$ cat config.mk
export PLATFORM = sky130hd
export DESIGN_NAME = h264_sps_frame_rate_parser_top
export DESIGN_NICKNAME = d
export VERILOG_FILES = /design/src/sv/sfrp_pkg.sv /design/src/sv/sfrp_front.sv /design/src/sv/sfrp_fifo.sv /design/src/sv/sfrp_parse.sv /design/src/sv/sfrp_rate.sv /design/src/sv/h264_sps_frame_rate_parser_top.sv
export SDC_FILE = /design/constraint.sdc
export NUM_CORES = 2
export LEC_CHECK = 0
export BUFFER_PORTS_ARGS = -buffer_cell sky130_fd_sc_hd__clkbuf_2
export CAP_MARGIN = 40
export CORE_MARGIN = 10
export CORE_UTILIZATION = 59
export CTS_CLUSTER_DIAMETER = 150
export DETAILED_ROUTE_END_ITERATION = 7
export GPL_TIMING_DRIVEN = 0
export PLACE_DENSITY = 0.76
export SETUP_SLACK_MARGIN = 0.4
export SYNTH_ARGS = -nofsm -noshare
export SYNTH_HDL_FRONTEND = slang
export SYNTH_SLANG_ARGS = --single-unit
$ cat constraint.sdc
create_clock -name clk_i -period 6.76 [get_ports clk_i]
set_clock_uncertainty 0.2 [all_clocks]
set_input_delay 0.676 -clock clk_i [delete_from_list [all_inputs] [get_ports clk_i]]
set_output_delay 0.676 -clock clk_i [all_outputs]
set_load 0.02 [all_outputs]
$ cat src/sv/sfrp_pkg.sv
// Package for the H.264 SPS frame rate parser: shared types, syntax element
// codes and the fixed-width table used by the bit-serial parser.
// No dependencies.
`default_nettype none
package sfrp_pkg;

  localparam int unsigned FifoDepth = 4;
  localparam int unsigned FifoAw    = $clog2(FifoDepth);
  localparam logic [4:0]  NalTypeSps = 5'd7;
  localparam logic [7:0]  EpbByte    = 8'h03;
  localparam logic [31:0] RateLimit  = 32'd2000000000;
  localparam logic [31:0] UnitsLimit = 32'd1000000000;
  localparam logic [7:0]  ArIdcExt   = 8'd255;

  // Register indexes of the configuration port
  localparam logic CfgMinFps = 1'b0;
  localparam logic CfgMaxFps = 1'b1;

  // How the back end treats one queued byte
  typedef enum logic [1:0] {
    K_FIRST_OK,
    K_FIRST_BAD,
    K_FEED,
    K_SKIP
  } kind_e;

  typedef struct packed {
    logic [7:0] data;
    kind_e      kind;
    logic       last;
    logic       len_ok;
  } entry_t;

  // SPS / VUI syntax elements walked up to the timing fields
  typedef enum logic [5:0] {
    P_PROFILE, P_CONLEV, P_SPSID, P_CHROMA, P_SEPCOL, P_BDL, P_BDC, P_QPB,
    P_SCAL, P_LOG2FN, P_POCT, P_LOG2POC, P_DELTA0, P_OFFNR, P_OFFTB, P_NCYC,
    P_CYCOFF, P_MAXREF, P_GAPS, P_WIDTH, P_HEIGHT, P_FMO, P_MBAFF, P_D8,
    P_CROPF, P_CROP, P_VUIF, P_ARF, P_ARIDC, P_SAR, P_OVF, P_OVA, P_VSF,
    P_VFMT, P_VFR, P_CDF, P_COLR, P_CLF, P_CLT, P_CLB, P_TIF, P_UIT, P_TS,
    P_DONE, P_FAIL
  } pos_e;

  typedef enum logic [1:0] {
    PS_IDLE,
    PS_BITS,
    PS_REQ
  } pstate_e;

  typedef enum logic [2:0] {
    RS_IDLE,
    RS_GCD,
    RS_DIVN,
    RS_DIVD,
    RS_MUL,
    RS_CMP,
    RS_OUT
  } rstate_e;

  // Timing request handed from the parser to the rate unit
  typedef struct packed {
    logic        len_ok;
    logic        done;
    logic [31:0] uit;
    logic [31:0] ts;
  } rate_req_t;

  // Fixed width of an element; zero means ue(v)
  function automatic logic [5:0] elem_width(pos_e p);
    logic [5:0] w;
    w = 6'd0;
    unique case (p)
      P_PROFILE, P_ARIDC: w = 6'd8;
      P_CONLEV:           w = 6'd16;
      P_VFMT:             w = 6'd3;
      P_COLR:             w = 6'd24;
      P_SAR, P_UIT, P_TS: w = 6'd32;
      P_SEPCOL, P_QPB, P_SCAL, P_DELTA0, P_GAPS, P_FMO, P_MBAFF, P_D8,
      P_CROPF, P_VUIF, P_ARF, P_OVF, P_OVA, P_VSF, P_VFR, P_CDF, P_CLF,
      P_TIF:              w = 6'd1;
      default:            w = 6'd0;
    endcase
    return w;
  endfunction

  function automatic logic high_profile(logic [31:0] v);
    logic hp;
    hp = 1'b0;
    case (v)
      32'd44, 32'd83, 32'd86, 32'd100, 32'd110, 32'd118,
      32'd122, 32'd128, 32'd134, 32'd138, 32'd139, 32'd244: hp = 1'b1;
      default: hp = 1'b0;
    endcase
    return hp;
  endfunction

endpackage
`default_nettype wire

$ cat src/sv/sfrp_front.sv
// Front end: accepts NAL bytes, tracks unit length and emulation-prevention
// zero runs, and classifies each byte for the parser. Uses sfrp_pkg.
`default_nettype none
module sfrp_front
  import sfrp_pkg::*;
(
  input  wire logic   clk_i,
  input  wire logic   rst_ni,
  input  wire logic   take_i,
  input  wire logic [7:0] data_i,
  input  wire logic   last_i,
  input  wire logic   h264_i,
  output entry_t      entry_o
);

  logic [2:0] cnt_q, cnt_d;
  logic [1:0] zrun_q, zrun_d;
  logic [2:0] cnt_inc;

  // Classify the byte and advance the counters
  always_comb begin
    cnt_inc = (cnt_q < 3'd4) ? cnt_q + 3'd1 : cnt_q;
    zrun_d  = zrun_q;
    entry_o.data   = data_i;
    entry_o.last   = last_i;
    entry_o.len_ok = (cnt_inc >= 3'd4);
    if (cnt_q == 3'd0) begin
      entry_o.kind = (h264_i && data_i[4:0] == NalTypeSps) ? K_FIRST_OK : K_FIRST_BAD;
      zrun_d = 2'd0;
    end else if (zrun_q >= 2'd2 && data_i == EpbByte) begin
      entry_o.kind = K_SKIP;
      zrun_d = 2'd0;
    end else begin
      entry_o.kind = K_FEED;
      if (data_i == 8'h00) begin
        if (zrun_q < 2'd2) zrun_d = zrun_q + 2'd1;
      end else begin
        zrun_d = 2'd0;
      end
    end
    cnt_d = last_i ? 3'd0 : cnt_inc;
  end

  always_ff @(posedge clk_i or negedge rst_ni) begin
    if (!rst_ni) begin
      cnt_q  <= 3'd0;
      zrun_q <= 2'd0;
    end else if (take_i) begin
      cnt_q  <= cnt_d;
      zrun_q <= zrun_d;
    end
  end

endmodule
`default_nettype wire

$ cat src/sv/sfrp_fifo.sv
// Short register queue between the front end and the parser.
// Uses sfrp_pkg for the entry type and depth.
`default_nettype none
module sfrp_fifo
  import sfrp_pkg::*;
(
  input  wire logic clk_i,
  input  wire logic rst_ni,
  input  wire logic push_i,
  input  entry_t    wdata_i,
  output logic      full_o,
  input  wire logic pop_i,
  output logic      empty_o,
  output entry_t    rdata_o
);

  entry_t mem_q [FifoDepth];
  logic [FifoAw-1:0] wptr_q, rptr_q;
  logic [FifoAw:0]   cnt_q;

  assign full_o  = (cnt_q == (FifoAw+1)'(FifoDepth));
  assign empty_o = (cnt_q == '0);
  assign rdata_o = mem_q[rptr_q];

  always_ff @(posedge clk_i) begin
    if (push_i) mem_q[wptr_q] <= wdata_i;
  end

  // Pointers and fill count
  always_ff @(posedge clk_i or negedge rst_ni) begin
    if (!rst_ni) begin
      wptr_q <= '0;
      rptr_q <= '0;
      cnt_q  <= '0;
    end else begin
      if (push_i) wptr_q <= wptr_q + 1'b1;
      if (pop_i)  rptr_q <= rptr_q + 1'b1;
      if (push_i && !pop_i) cnt_q <= cnt_q + 1'b1;
      else if (pop_i && !push_i) cnt_q <= cnt_q - 1'b1;
    end
  end

endmodule
`default_nettype wire

$ cat src/sv/sfrp_parse.sv
// Back end: bit-serial SPS/VUI walker with Exp-Golomb decoding, one bit a
// cycle in a byte, handing timing fields to the rate unit. Uses sfrp_pkg.
`default_nettype none
module sfrp_parse
  import sfrp_pkg::*;
(
  input  wire logic clk_i,
  input  wire logic rst_ni,
  input  wire logic empty_i,
  input  entry_t    entry_i,
  output logic      pop_o,
  output logic      req_valid_o,
  input  wire logic req_ready_i,
  output rate_req_t req_o
);

  pstate_e     st_q, st_d;
  pos_e        pos_q, pos_d;
  logic [5:0]  gz_q, gz_d, bl_q, bl_d;
  logic [31:0] acc_q, acc_d, loop_q, loop_d, uit_q, uit_d, ts_q, ts_d;
  logic        hp_q, hp_d, suf_q, suf_d;
  logic [7:0]  sh_q, sh_d;
  logic [2:0]  bcnt_q, bcnt_d;
  logic        last_q, last_d, len_q, len_d;

  logic        b, fin, fail_start;
  logic [31:0] fin_v, acc_n, loop_m1;
  logic [5:0]  w;
  pos_e        nxt;

  assign req_valid_o = (st_q == PS_REQ);
  assign req_o = '{len_ok: len_q, done: (pos_q == P_DONE), uit: uit_q, ts: ts_q};

  always_comb begin
    st_d = st_q; pos_d = pos_q; gz_d = gz_q; bl_d = bl_q; acc_d = acc_q;
    loop_d = loop_q; uit_d = uit_q; ts_d = ts_q; hp_d = hp_q; suf_d = suf_q;
    sh_d = sh_q; bcnt_d = bcnt_q; last_d = last_q; len_d = len_q;
    pop_o = 1'b0;
    b = sh_q[7];
    fin = 1'b0; fail_start = 1'b0; fin_v = '0;
    w = elem_width(pos_q);
    acc_n = {acc_q[30:0], b};
    loop_m1 = loop_q - 32'd1;
    nxt = P_FAIL;
    unique case (st_q)
      PS_IDLE: begin
        if (!empty_i) begin
          pop_o  = 1'b1;
          last_d = entry_i.last;
          len_d  = entry_i.len_ok;
          sh_d   = entry_i.data;
          bcnt_d = 3'd0;
          if (entry_i.kind == K_FIRST_OK || entry_i.kind == K_FIRST_BAD) begin
            // Start of a unit: clear everything and open the first element
            pos_d = (entry_i.kind == K_FIRST_OK) ? P_PROFILE : P_FAIL;
            bl_d  = elem_width(pos_d);
            gz_d = '0; acc_d = '0; suf_d = 1'b0; hp_d = 1'b0;
            loop_d = '0; uit_d = '0; ts_d = '0;
            st_d = entry_i.last ? PS_REQ : PS_IDLE;
          end else if (entry_i.kind == K_FEED && pos_q < P_DONE) begin
            st_d = PS_BITS;
          end else begin
            st_d = entry_i.last ? PS_REQ : PS_IDLE;
          end
        end
      end
      PS_BITS: begin
        sh_d   = {sh_q[6:0], 1'b0};
        bcnt_d = bcnt_q + 3'd1;
        if (bcnt_q == 3'd7) st_d = last_q ? PS_REQ : PS_IDLE;
        // One bit of the current element
        if (pos_q < P_DONE) begin
          if (w == 6'd0 && !suf_q) begin
            if (!b) begin
              gz_d = gz_q + 6'd1;
              if (gz_q + 6'd1 >= 6'd32) fail_start = 1'b1;
            end else if (gz_q == 6'd0) begin
              fin = 1'b1;
            end else begin
              suf_d = 1'b1; bl_d = gz_q; acc_d = '0;
            end
          end else begin
            acc_d = acc_n;
            bl_d  = bl_q - 6'd1;
            if (bl_q == 6'd1) begin
              fin = 1'b1;
              fin_v = (w == 6'd0) ? ((32'd1 << gz_q) - 32'd1) + acc_n : acc_n;
            end
          end
        end
        // Syntax transitions when an element completes
        if (fin) begin
          unique case (pos_q)
            P_PROFILE: begin hp_d = high_profile(fin_v); nxt = P_CONLEV; end
            P_CONLEV:  nxt = P_SPSID;
            P_SPSID:   nxt = hp_q ? P_CHROMA : P_LOG2FN;
            P_CHROMA:  nxt = (fin_v == 32'd3) ? P_SEPCOL : P_BDL;
            P_SEPCOL:  nxt = P_BDL;
            P_BDL:     nxt = P_BDC;
            P_BDC:     nxt = P_QPB;
            P_QPB:     nxt = P_SCAL;
            P_SCAL:    nxt = (fin_v != 32'd0) ? P_FAIL : P_LOG2FN;
            P_LOG2FN:  nxt = P_POCT;
            P_POCT:    nxt = (fin_v == 32'd0) ? P_LOG2POC :
                             (fin_v == 32'd1) ? P_DELTA0 : P_MAXREF;
            P_LOG2POC: nxt = P_MAXREF;
            P_DELTA0:  nxt = P_OFFNR;
            P_OFFNR:   nxt = P_OFFTB;
            P_OFFTB:   nxt = P_NCYC;
            P_NCYC: begin
              loop_d = fin_v;
              nxt = (fin_v != 32'd0) ? P_CYCOFF : P_MAXREF;
            end
            P_CYCOFF: begin
              loop_d = loop_m1;
              nxt = (loop_m1 != 32'd0) ? P_CYCOFF : P_MAXREF;
            end
            P_MAXREF:  nxt = P_GAPS;
            P_GAPS:    nxt = P_WIDTH;
            P_WIDTH:   nxt = P_HEIGHT;
            P_HEIGHT:  nxt = P_FMO;
            P_FMO:     nxt = (fin_v != 32'd0) ? P_D8 : P_MBAFF;
            P_MBAFF:   nxt = P_D8;
            P_D8:      nxt = P_CROPF;
            P_CROPF: begin
              if (fin_v != 32'd0) begin loop_d = 32'd4; nxt = P_CROP; end
              else nxt = P_VUIF;
            end
            P_CROP: begin
              loop_d = loop_m1;
              nxt = (loop_m1 != 32'd0) ? P_CROP : P_VUIF;
            end
            P_VUIF:    nxt = (fin_v != 32'd0) ? P_ARF : P_FAIL;
            P_ARF:     nxt = (fin_v != 32'd0) ? P_ARIDC : P_OVF;
            P_ARIDC:   nxt = (fin_v == {24'd0, ArIdcExt}) ? P_SAR : P_OVF;
            P_SAR:     nxt = P_OVF;
            P_OVF:     nxt = (fin_v != 32'd0) ? P_OVA : P_VSF;
            P_OVA:     nxt = P_VSF;
            P_VSF:     nxt = (fin_v != 32'd0) ? P_VFMT : P_CLF;
            P_VFMT:    nxt = P_VFR;
            P_VFR:     nxt = P_CDF;
            P_CDF:     nxt = (fin_v != 32'd0) ? P_COLR : P_CLF;
            P_COLR:    nxt = P_CLF;
            P_CLF:     nxt = (fin_v != 32'd0) ? P_CLT : P_TIF;
            P_CLT:     nxt = P_CLB;
            P_CLB:     nxt = P_TIF;
            P_TIF:     nxt = (fin_v != 32'd0) ? P_UIT : P_FAIL;
            P_UIT: begin uit_d = fin_v; nxt = P_TS; end
            P_TS:  begin ts_d = fin_v; nxt = P_DONE; end
            default:   nxt = P_FAIL;
          endcase
        end
        if (fail_start) nxt = P_FAIL;
        if (fin || fail_start) begin
          pos_d = nxt; bl_d = elem_width(nxt); gz_d = '0; acc_d = '0; suf_d = 1'b0;
        end
      end
      PS_REQ: begin
        if (req_ready_i) begin
          st_d = PS_IDLE;
          pos_d = P_PROFILE; uit_d = '0; ts_d = '0; loop_d = '0;
          hp_d = 1'b0; suf_d = 1'b0; gz_d = '0; acc_d = '0;
          bl_d = elem_width(P_PROFILE);
        end
      end
      default: st_d = PS_IDLE;
    endcase
  end

  always_ff @(posedge clk_i or negedge rst_ni) begin
    if (!rst_ni) begin
      st_q <= PS_IDLE; pos_q <= P_PROFILE; gz_q <= '0; bl_q <= 6'd8;
      acc_q <= '0; loop_q <= '0; uit_q <= '0; ts_q <= '0; hp_q <= 1'b0;
      suf_q <= 1'b0; bcnt_q <= '0; last_q <= 1'b0; len_q <= 1'b0;
    end else begin
      st_q <= st_d; pos_q <= pos_d; gz_q <= gz_d; bl_q <= bl_d;
      acc_q <= acc_d; loop_q <= loop_d; uit_q <= uit_d; ts_q <= ts_d; hp_q <= hp_d;
      suf_q <= suf_d; bcnt_q <= bcnt_d; last_q <= last_d; len_q <= len_d;
    end
  end

  always_ff @(posedge clk_i) begin
    sh_q <= sh_d;
  end

endmodule
`default_nettype wire

$ cat src/sv/sfrp_rate.sv
// Rate unit: binary gcd, two bit-serial divisions, range check by
// cross-multiplication and the output register. Uses sfrp_pkg.
`default_nettype none
module sfrp_rate
  import sfrp_pkg::*;
(
  input  wire logic       clk_i,
  input  wire logic       rst_ni,
  input  wire logic       req_valid_i,
  output logic            req_ready_o,
  input  rate_req_t       req_i,
  input  wire logic [9:0] min_fps_i,
  input  wire logic [9:0] max_fps_i,
  output logic            out_valid_o,
  input  wire logic       out_ready_i,
  output logic [63:0]     out_data_o
);

  rstate_e     st_q, st_d;
  logic [30:0] ts_q, d2_q, a_q, b_q, g_q, q_q, n_q, den_q;
  logic [30:0] r_q;
  logic [4:0]  k_q, cnt_q;
  logic [40:0] lo_q, hi_q;
  logic        res_v_q;
  logic        ov_q;
  logic [62:0] od_q;

  logic        pre_ok;
  logic [31:0] tmp;
  logic        ge;

  assign req_ready_o = (st_q == RS_IDLE);
  assign out_valid_o = ov_q;
  assign out_data_o  = {1'b0, od_q};

  assign pre_ok = req_i.len_ok && req_i.done && req_i.uit != '0 && req_i.ts != '0 &&
                  req_i.ts <= RateLimit && req_i.uit <= UnitsLimit;

  // Restoring division step, one quotient bit a cycle
  assign tmp = {r_q, q_q[30]};
  assign ge  = (tmp >= {1'b0, g_q});

  always_comb begin
    st_d = st_q;
    unique case (st_q)
      RS_IDLE: if (req_valid_i) st_d = pre_ok ? RS_GCD : RS_OUT;
      RS_GCD:  if (a_q == b_q) st_d = RS_DIVN;
      RS_DIVN: if (cnt_q == 5'd30) st_d = RS_DIVD;
      RS_DIVD: if (cnt_q == 5'd30) st_d = RS_MUL;
      RS_MUL:  st_d = RS_CMP;
      RS_CMP:  st_d = RS_OUT;
      RS_OUT:  if (!ov_q || out_ready_i) st_d = RS_IDLE;
      default: st_d = RS_IDLE;
    endcase
  end

  always_ff @(posedge clk_i or negedge rst_ni) begin
    if (!rst_ni) begin
      st_q <= RS_IDLE;
      ov_q <= 1'b0;
    end else begin
      st_q <= st_d;
      if (st_q == RS_OUT && (!ov_q || out_ready_i)) ov_q <= 1'b1;
      else if (out_ready_i) ov_q <= 1'b0;
    end
  end

  // Datapath
  always_ff @(posedge clk_i) begin
    unique case (st_q)
      RS_IDLE: begin
        ts_q <= req_i.ts[30:0];
        d2_q <= {req_i.uit[29:0], 1'b0};
        a_q  <= req_i.ts[30:0];
        b_q  <= {req_i.uit[29:0], 1'b0};
        k_q  <= '0;
        res_v_q <= 1'b0;
      end
      RS_GCD: begin
        if (a_q == b_q) begin
          g_q   <= a_q << k_q;
          r_q   <= '0;
          q_q   <= ts_q;
          cnt_q <= '0;
        end else if (!a_q[0] && !b_q[0]) begin
          a_q <= a_q >> 1; b_q <= b_q >> 1; k_q <= k_q + 5'd1;
        end else if (!a_q[0]) begin
          a_q <= a_q >> 1;
        end else if (!b_q[0]) begin
          b_q <= b_q >> 1;
        end else if (a_q > b_q) begin
          a_q <= (a_q - b_q) >> 1;
        end else begin
          b_q <= (b_q - a_q) >> 1;
        end
      end
      RS_DIVN, RS_DIVD: begin
        cnt_q <= cnt_q + 5'd1;
        if (cnt_q == 5'd30) begin
          r_q <= '0;
          q_q <= d2_q;
          cnt_q <= '0;
          if (st_q == RS_DIVN) n_q <= {q_q[29:0], ge};
          else den_q <= {q_q[29:0], ge};
        end else begin
          r_q <= ge ? 31'(tmp - {1'b0, g_q}) : tmp[30:0];
          q_q <= {q_q[29:0], ge};
        end
      end
      RS_MUL: begin
        lo_q <= {10'd0, den_q} * {31'd0, min_fps_i};
        hi_q <= {10'd0, den_q} * {31'd0, max_fps_i};
      end
      RS_CMP: res_v_q <= ({10'd0, n_q} >= lo_q) && ({10'd0, n_q} <= hi_q);
      RS_OUT: begin
        if (!ov_q || out_ready_i) begin
          od_q <= res_v_q ? {den_q, n_q, 1'b1} : '0;
        end
      end
      default: ;
    endcase
  end

endmodule
`default_nettype wire

$ cat src/sv/h264_sps_frame_rate_parser_top.sv
// Top level of the H.264 SPS frame rate parser: configuration registers and
// the front end, queue, bit-serial parser and rate unit. Uses sfrp_pkg.
//
// Feed one NAL unit a byte per request, tlast on its final byte; exactly one
// result follows each final byte. The front end takes a byte every cycle
// until its four-entry queue fills; the parser takes each byte it walks
// from the queue, then decodes it one Exp-Golomb bit a cycle, and only takes
// skipped or ignored bytes from the queue. After the final byte the rate
// unit runs a binary gcd, two bit-serial divisions, then multiply, compare
// and output; a request that fails its checks goes straight to output.
`default_nettype none
module h264_sps_frame_rate_parser_top
  import sfrp_pkg::*;
(
  input  wire logic        clk_i,
  input  wire logic        rst_ni,
  input  wire logic        s_axis_tvalid,
  output logic             s_axis_tready,
  input  wire logic [7:0]  s_axis_tdata,   // [7:0] data_byte
  input  wire logic        s_axis_tlast,   // last_byte
  input  wire logic        s_axis_tuser,   // [0] is_h264
  output logic             m_axis_tvalid,
  input  wire logic        m_axis_tready,
  output logic [63:0]      m_axis_tdata,   // [0] valid_res, [31:1] rate_num, [62:32] rate_den
  input  wire logic        cfg_we_i,
  input  wire logic        cfg_addr_i,
  input  wire logic [9:0]  cfg_wdata_i
);

  logic [9:0] min_fps_q, max_fps_q;
  logic       full, empty, take, pop, req_valid, req_ready;
  entry_t     f_entry, q_entry;
  rate_req_t  req;

  // Configuration registers
  always_ff @(posedge clk_i or negedge rst_ni) begin
    if (!rst_ni) begin
      min_fps_q <= 10'd12;
      max_fps_q <= 10'd240;
    end else if (cfg_we_i) begin
      unique case (cfg_addr_i)
        CfgMinFps: min_fps_q <= cfg_wdata_i;
        CfgMaxFps: max_fps_q <= cfg_wdata_i;
        default: ;
      endcase
    end
  end

  assign s_axis_tready = !full;
  assign take = s_axis_tvalid && !full;

  sfrp_front u_front (
    .clk_i, .rst_ni, .take_i(take), .data_i(s_axis_tdata),
    .last_i(s_axis_tlast), .h264_i(s_axis_tuser), .entry_o(f_entry)
  );

  sfrp_fifo u_fifo (
    .clk_i, .rst_ni, .push_i(take), .wdata_i(f_entry), .full_o(full),
    .pop_i(pop), .empty_o(empty), .rdata_o(q_entry)
  );

  sfrp_parse u_parse (
    .clk_i, .rst_ni, .empty_i(empty), .entry_i(q_entry), .pop_o(pop),
    .req_valid_o(req_valid), .req_ready_i(req_ready), .req_o(req)
  );

  sfrp_rate u_rate (
    .clk_i, .rst_ni, .req_valid_i(req_valid), .req_ready_o(req_ready), .req_i(req),
    .min_fps_i(min_fps_q), .max_fps_i(max_fps_q),
    .out_valid_o(m_axis_tvalid), .out_ready_i(m_axis_tready), .out_data_o(m_axis_tdata)
  );

endmodule
`default_nettype wire

==> impl_metrics.ini <==
[power]
p_leak_nw = 29.5
p_total_mw = 39.2
seq_power_share_pct = 19.2
p_switching_mw = 18.4
pwr_density_cell_mw_per_mm2 = 590
clockPowerShare_pct = 11.2
comb_power_share_pct = 69.6
p_int_mw = 20.9
ir_drop_mv = 0.429
netSwitchingFraction_pct = 46.8

[drt]
top_layer = met5
route.met3.wl_mm = 16.1
via_count = 48528
wl_met2_mm = 83.0
viasPerCell = 6.13
drt-total-wl_mm = 180
drc = 0
firstDrtPassIters = 8
m1WireLength_mm = 70.5
drt-initial-drc-count = 4657
wl_per_cell_um = 22.8
antenna_left = 0

[run]
cap_violations = 0

[layout]
final_util_pct = 67.3
mostFrequentLayoutCells = nand2_1, inv_1, edfxtp_1, fa_1, ha_1
final_nets = 7453
drive_gt1_share_pct = 11.6
area_growth_pct = 12.8
layout_commonest_cell = nand2_1

[logic_synthesis]
synth_seq_cells = 680
postSynth.asyncResetShare_pct = 27.9
synth_top_cell_area_share_pct = 24.9
synthesis.area_mm2 = 0.0590
synth_edf_count = 490
synthTopCellsByArea = edfxtp_1, fa_1, ha_1, dfrtp_1, nand2_1
synthCells = 6258
synth_cell_type_count = 107
synth_ff_type = edfxtp_1
synth_nets = 7151
yosys_warnings = 0
yosys.area.top_type = edfxtp_1
syn_area_per_cell_um2 = 9.43
synth_seq_area_share_pct = 33.0

[sta]
min_period_ns = 7.06
fin_ws_ns = -0.297
fmax_mhz = 142
final_hold_viol_count = 0
relSlewSlack_pct = 33.7
worst_slew_pin_slew_ns = 0.994
setup_violations = 5
slew_violations = 0
min_period_over_period_pct = 104
rsz0062_at_grt = yes

[floorplan]
io_pins = 92
rows = 115
core_area_mm2 = 0.0989
fp.dieW_um = 336
initial_core_util_pct = 59.7
fp.dieH_um = 336
die_area_mm2 = 0.113

[clock_tree]
clkTransAtPathRegs_ns = 0.06
numCtsBuffers = 78
cts.sinks = 680
clkLatencyLatePin_ns = 0.67
cts_max_level = 3
root_buffer = clkbuf_16
cts_tree = yes
cts_buffer_depth = 3

[placed_design]
dp_hpwl_mm = 138
place_congestion = 0.988
port_buffers = 90

[critical_path]
path_class = reg -> reg
crit_arrival_ns = 7.24
crit_chain = clkbuf_2 > nand2_1 > fa_1 > fa_1 > fa_1 > inv_1 > fa_1 > fa_1 > ha_4 > a21o_1 > a21o_1 > a21oi_2 > nand2_1 > a21oi_2 > o22ai_2 > o41ai_4 > o211a_1 > a211oi_2 > a211o_1 > o211ai_1 > o21ai_1 > or2_4 > a41oi_2 > xnor2_1
crit_fanout = 10
cp-end-kind = flip-flop
cp-start-kind = flip-flop
path_buf_inv = 2
required_ns = 6.95
crit_family = adder cells
cpMaxStageDelayCell = fa_1
cpPeakStageDelay_ns = 0.56
cp_common_cell = fa_1

[global_routing]
grt_max_degree = 103
grt_pass1_wl_mm = 278
grt.overflow.total = 0
antenna_found_initial = 5
grt_usage_pct = 31.5
grt_pass1_vias = 48473

[outcome]
violations = setup timing
status = finished with violations

[min_path]
hp-class = in -> reg
[cells by family after synthesis]
group,share of synthesized area (%)
other,0.00635
buffers and inverters,6.88
AOI/OAI and AO/OA,12.5
adders and majority gates,24.3
DFF,33.0
muxes,3.26
xor gates and xnor gates,2.76
and+or+nand+nor,17.3
[routing by layer]
layer | up-vias | GRT usage [%]
met5 | - | 0
met4 | 4 | 16.1
met3 | 573 | 5.74
met2 | 2377 | 50.9
met1 | 23747 | 40.5
li1 | 21827 | -
[path summary, 6_finish.rpt]
check                                    to  slack, ns  cells past startpoint            from
setup / recovery            u_rate.lo_q[35]      -0.30                     24    min_fps_q[9]
hold / removal                 min_fps_q[9]       0.06                      2  cfg_wdata_i[9]
setup reg to reg            u_rate.lo_q[35]      -0.30                     24    min_fps_q[9]
hold reg to reg            u_rate.den_q[20]       0.29                      0  u_rate.q_q[19]
max in group asynchronous  u_fifo.wptr_q[0]       4.92                      4          rst_ni
min in group asynchronous      max_fps_q[0]       0.43                      3          rst_ni
[power groups by stage]
stage | Clock [mW] | Sequential (mW) | Combinational, mW
after CTS | 4.42 | 7.50 | 25.6
after detailed placement | 0 | 7.57 | 23.5
after global routing | 4.57 | 7.61 | 30.0
final | 4.39 | 7.53 | 27.3
after global placement | 0 | 7.64 | 22.9
after floorplan | 0 | 7.32 | 17.9
[final cells by class]
cell class / instances / area [µm²]
multi-input cells: 4511 / 36600
fillers: 7682 / 32300
flip-flops and latches: 680 / 19500
inverters: 740 / 2780
clock buffers: 100 / 2090
plain buffers: 328 / 1800
repair buffers: 221 / 1700
well taps: 1287 / 1610
clock inverters: 43 / 503
diodes: 1 / 2.50
[metrics by stage]
step | hold WS, ns | instance area [µm²] | TNS [ns] | cells | setup WS, ns
after floorplan | 0.180 | 59100 | 0 | 6258 | 0.311
after CTS | 0.0398 | 65700 | -0.168 | 7860 | -0.121
after global placement | 0.258 | 61200 | -351.87 | 7635 | -2.55
final | 0.0569 | 66500 | -1.03 | 7911 | -0.297
after global routing | 0.0679 | 66500 | -2.26 | 7910 | -0.466
after detailed placement | 0.271 | 61700 | -29.98 | 7669 | -1.06
[timing repair]
action | in CTS | in global routing
hold endpoints to repair | 81 | 0
hold buffers | 1 | 0
resized for setup | 285 | 158
endpoints found under the setup margin | 77 | 94
setup buffers | 46 | 49
pin swaps | 61 | 62
gates cloned | 1 | 1
[Yosys cell counts (all sizes together) (38+ instances only)]
cell    count
nand2     818
inv       738
edfxtp    490
fa        465
ha        402
o21ai     400
and2      370
nor2      354
a21oi     314
clkbuf    285
dfrtp     183
xnor2     138
nor3      117
nand3     110
mux2i     101
a21o       95
nor2b      53
xor2       48
nand4      46
and3       43
buf        43
nor4       42
mux2       41
nand2b     38
[sequential cells by signal, indices dropped and copies added (netlist names), 10 cells and up]
signal and cells:
max_fps_q 10, min_fps_q 10, u_fifo.mem_q 48, u_parse.acc_q 31, u_parse.loop_q 32, u_parse.ts_q 32
u_parse.uit_q 32, u_rate.a_q 31, u_rate.b_q 31, u_rate.d2_q 30, u_rate.den_q 31, u_rate.g_q 31
u_rate.hi_q 41, u_rate.lo_q 41, u_rate.n_q 31, u_rate.od_q 63, u_rate.q_q 31, u_rate.r_q 31
u_rate.ts_q 31
[worst reg2reg max path, cell delays in order (launching register included)]
cell      delay (ns)
dfrtp_1         0.49
clkbuf_2        0.31
nand2_1         0.11
fa_1            0.49
fa_1            0.54
fa_1            0.56
inv_1           0.05
fa_1            0.46
fa_1            0.54
ha_4            0.22
a21o_1          0.18
a21o_1          0.20
a21oi_2         0.15
nand2_1         0.10
a21oi_2         0.15
o22ai_2         0.13
o41ai_4         0.40
o211a_1         0.26
a211oi_2        0.11
a211o_1         0.30
o211ai_1        0.17
o21ai_1         0.14
or2_4           0.28
a41oi_2         0.14
xnor2_1         0.10
No activity file was read; power rests on OpenSTA's default activity.
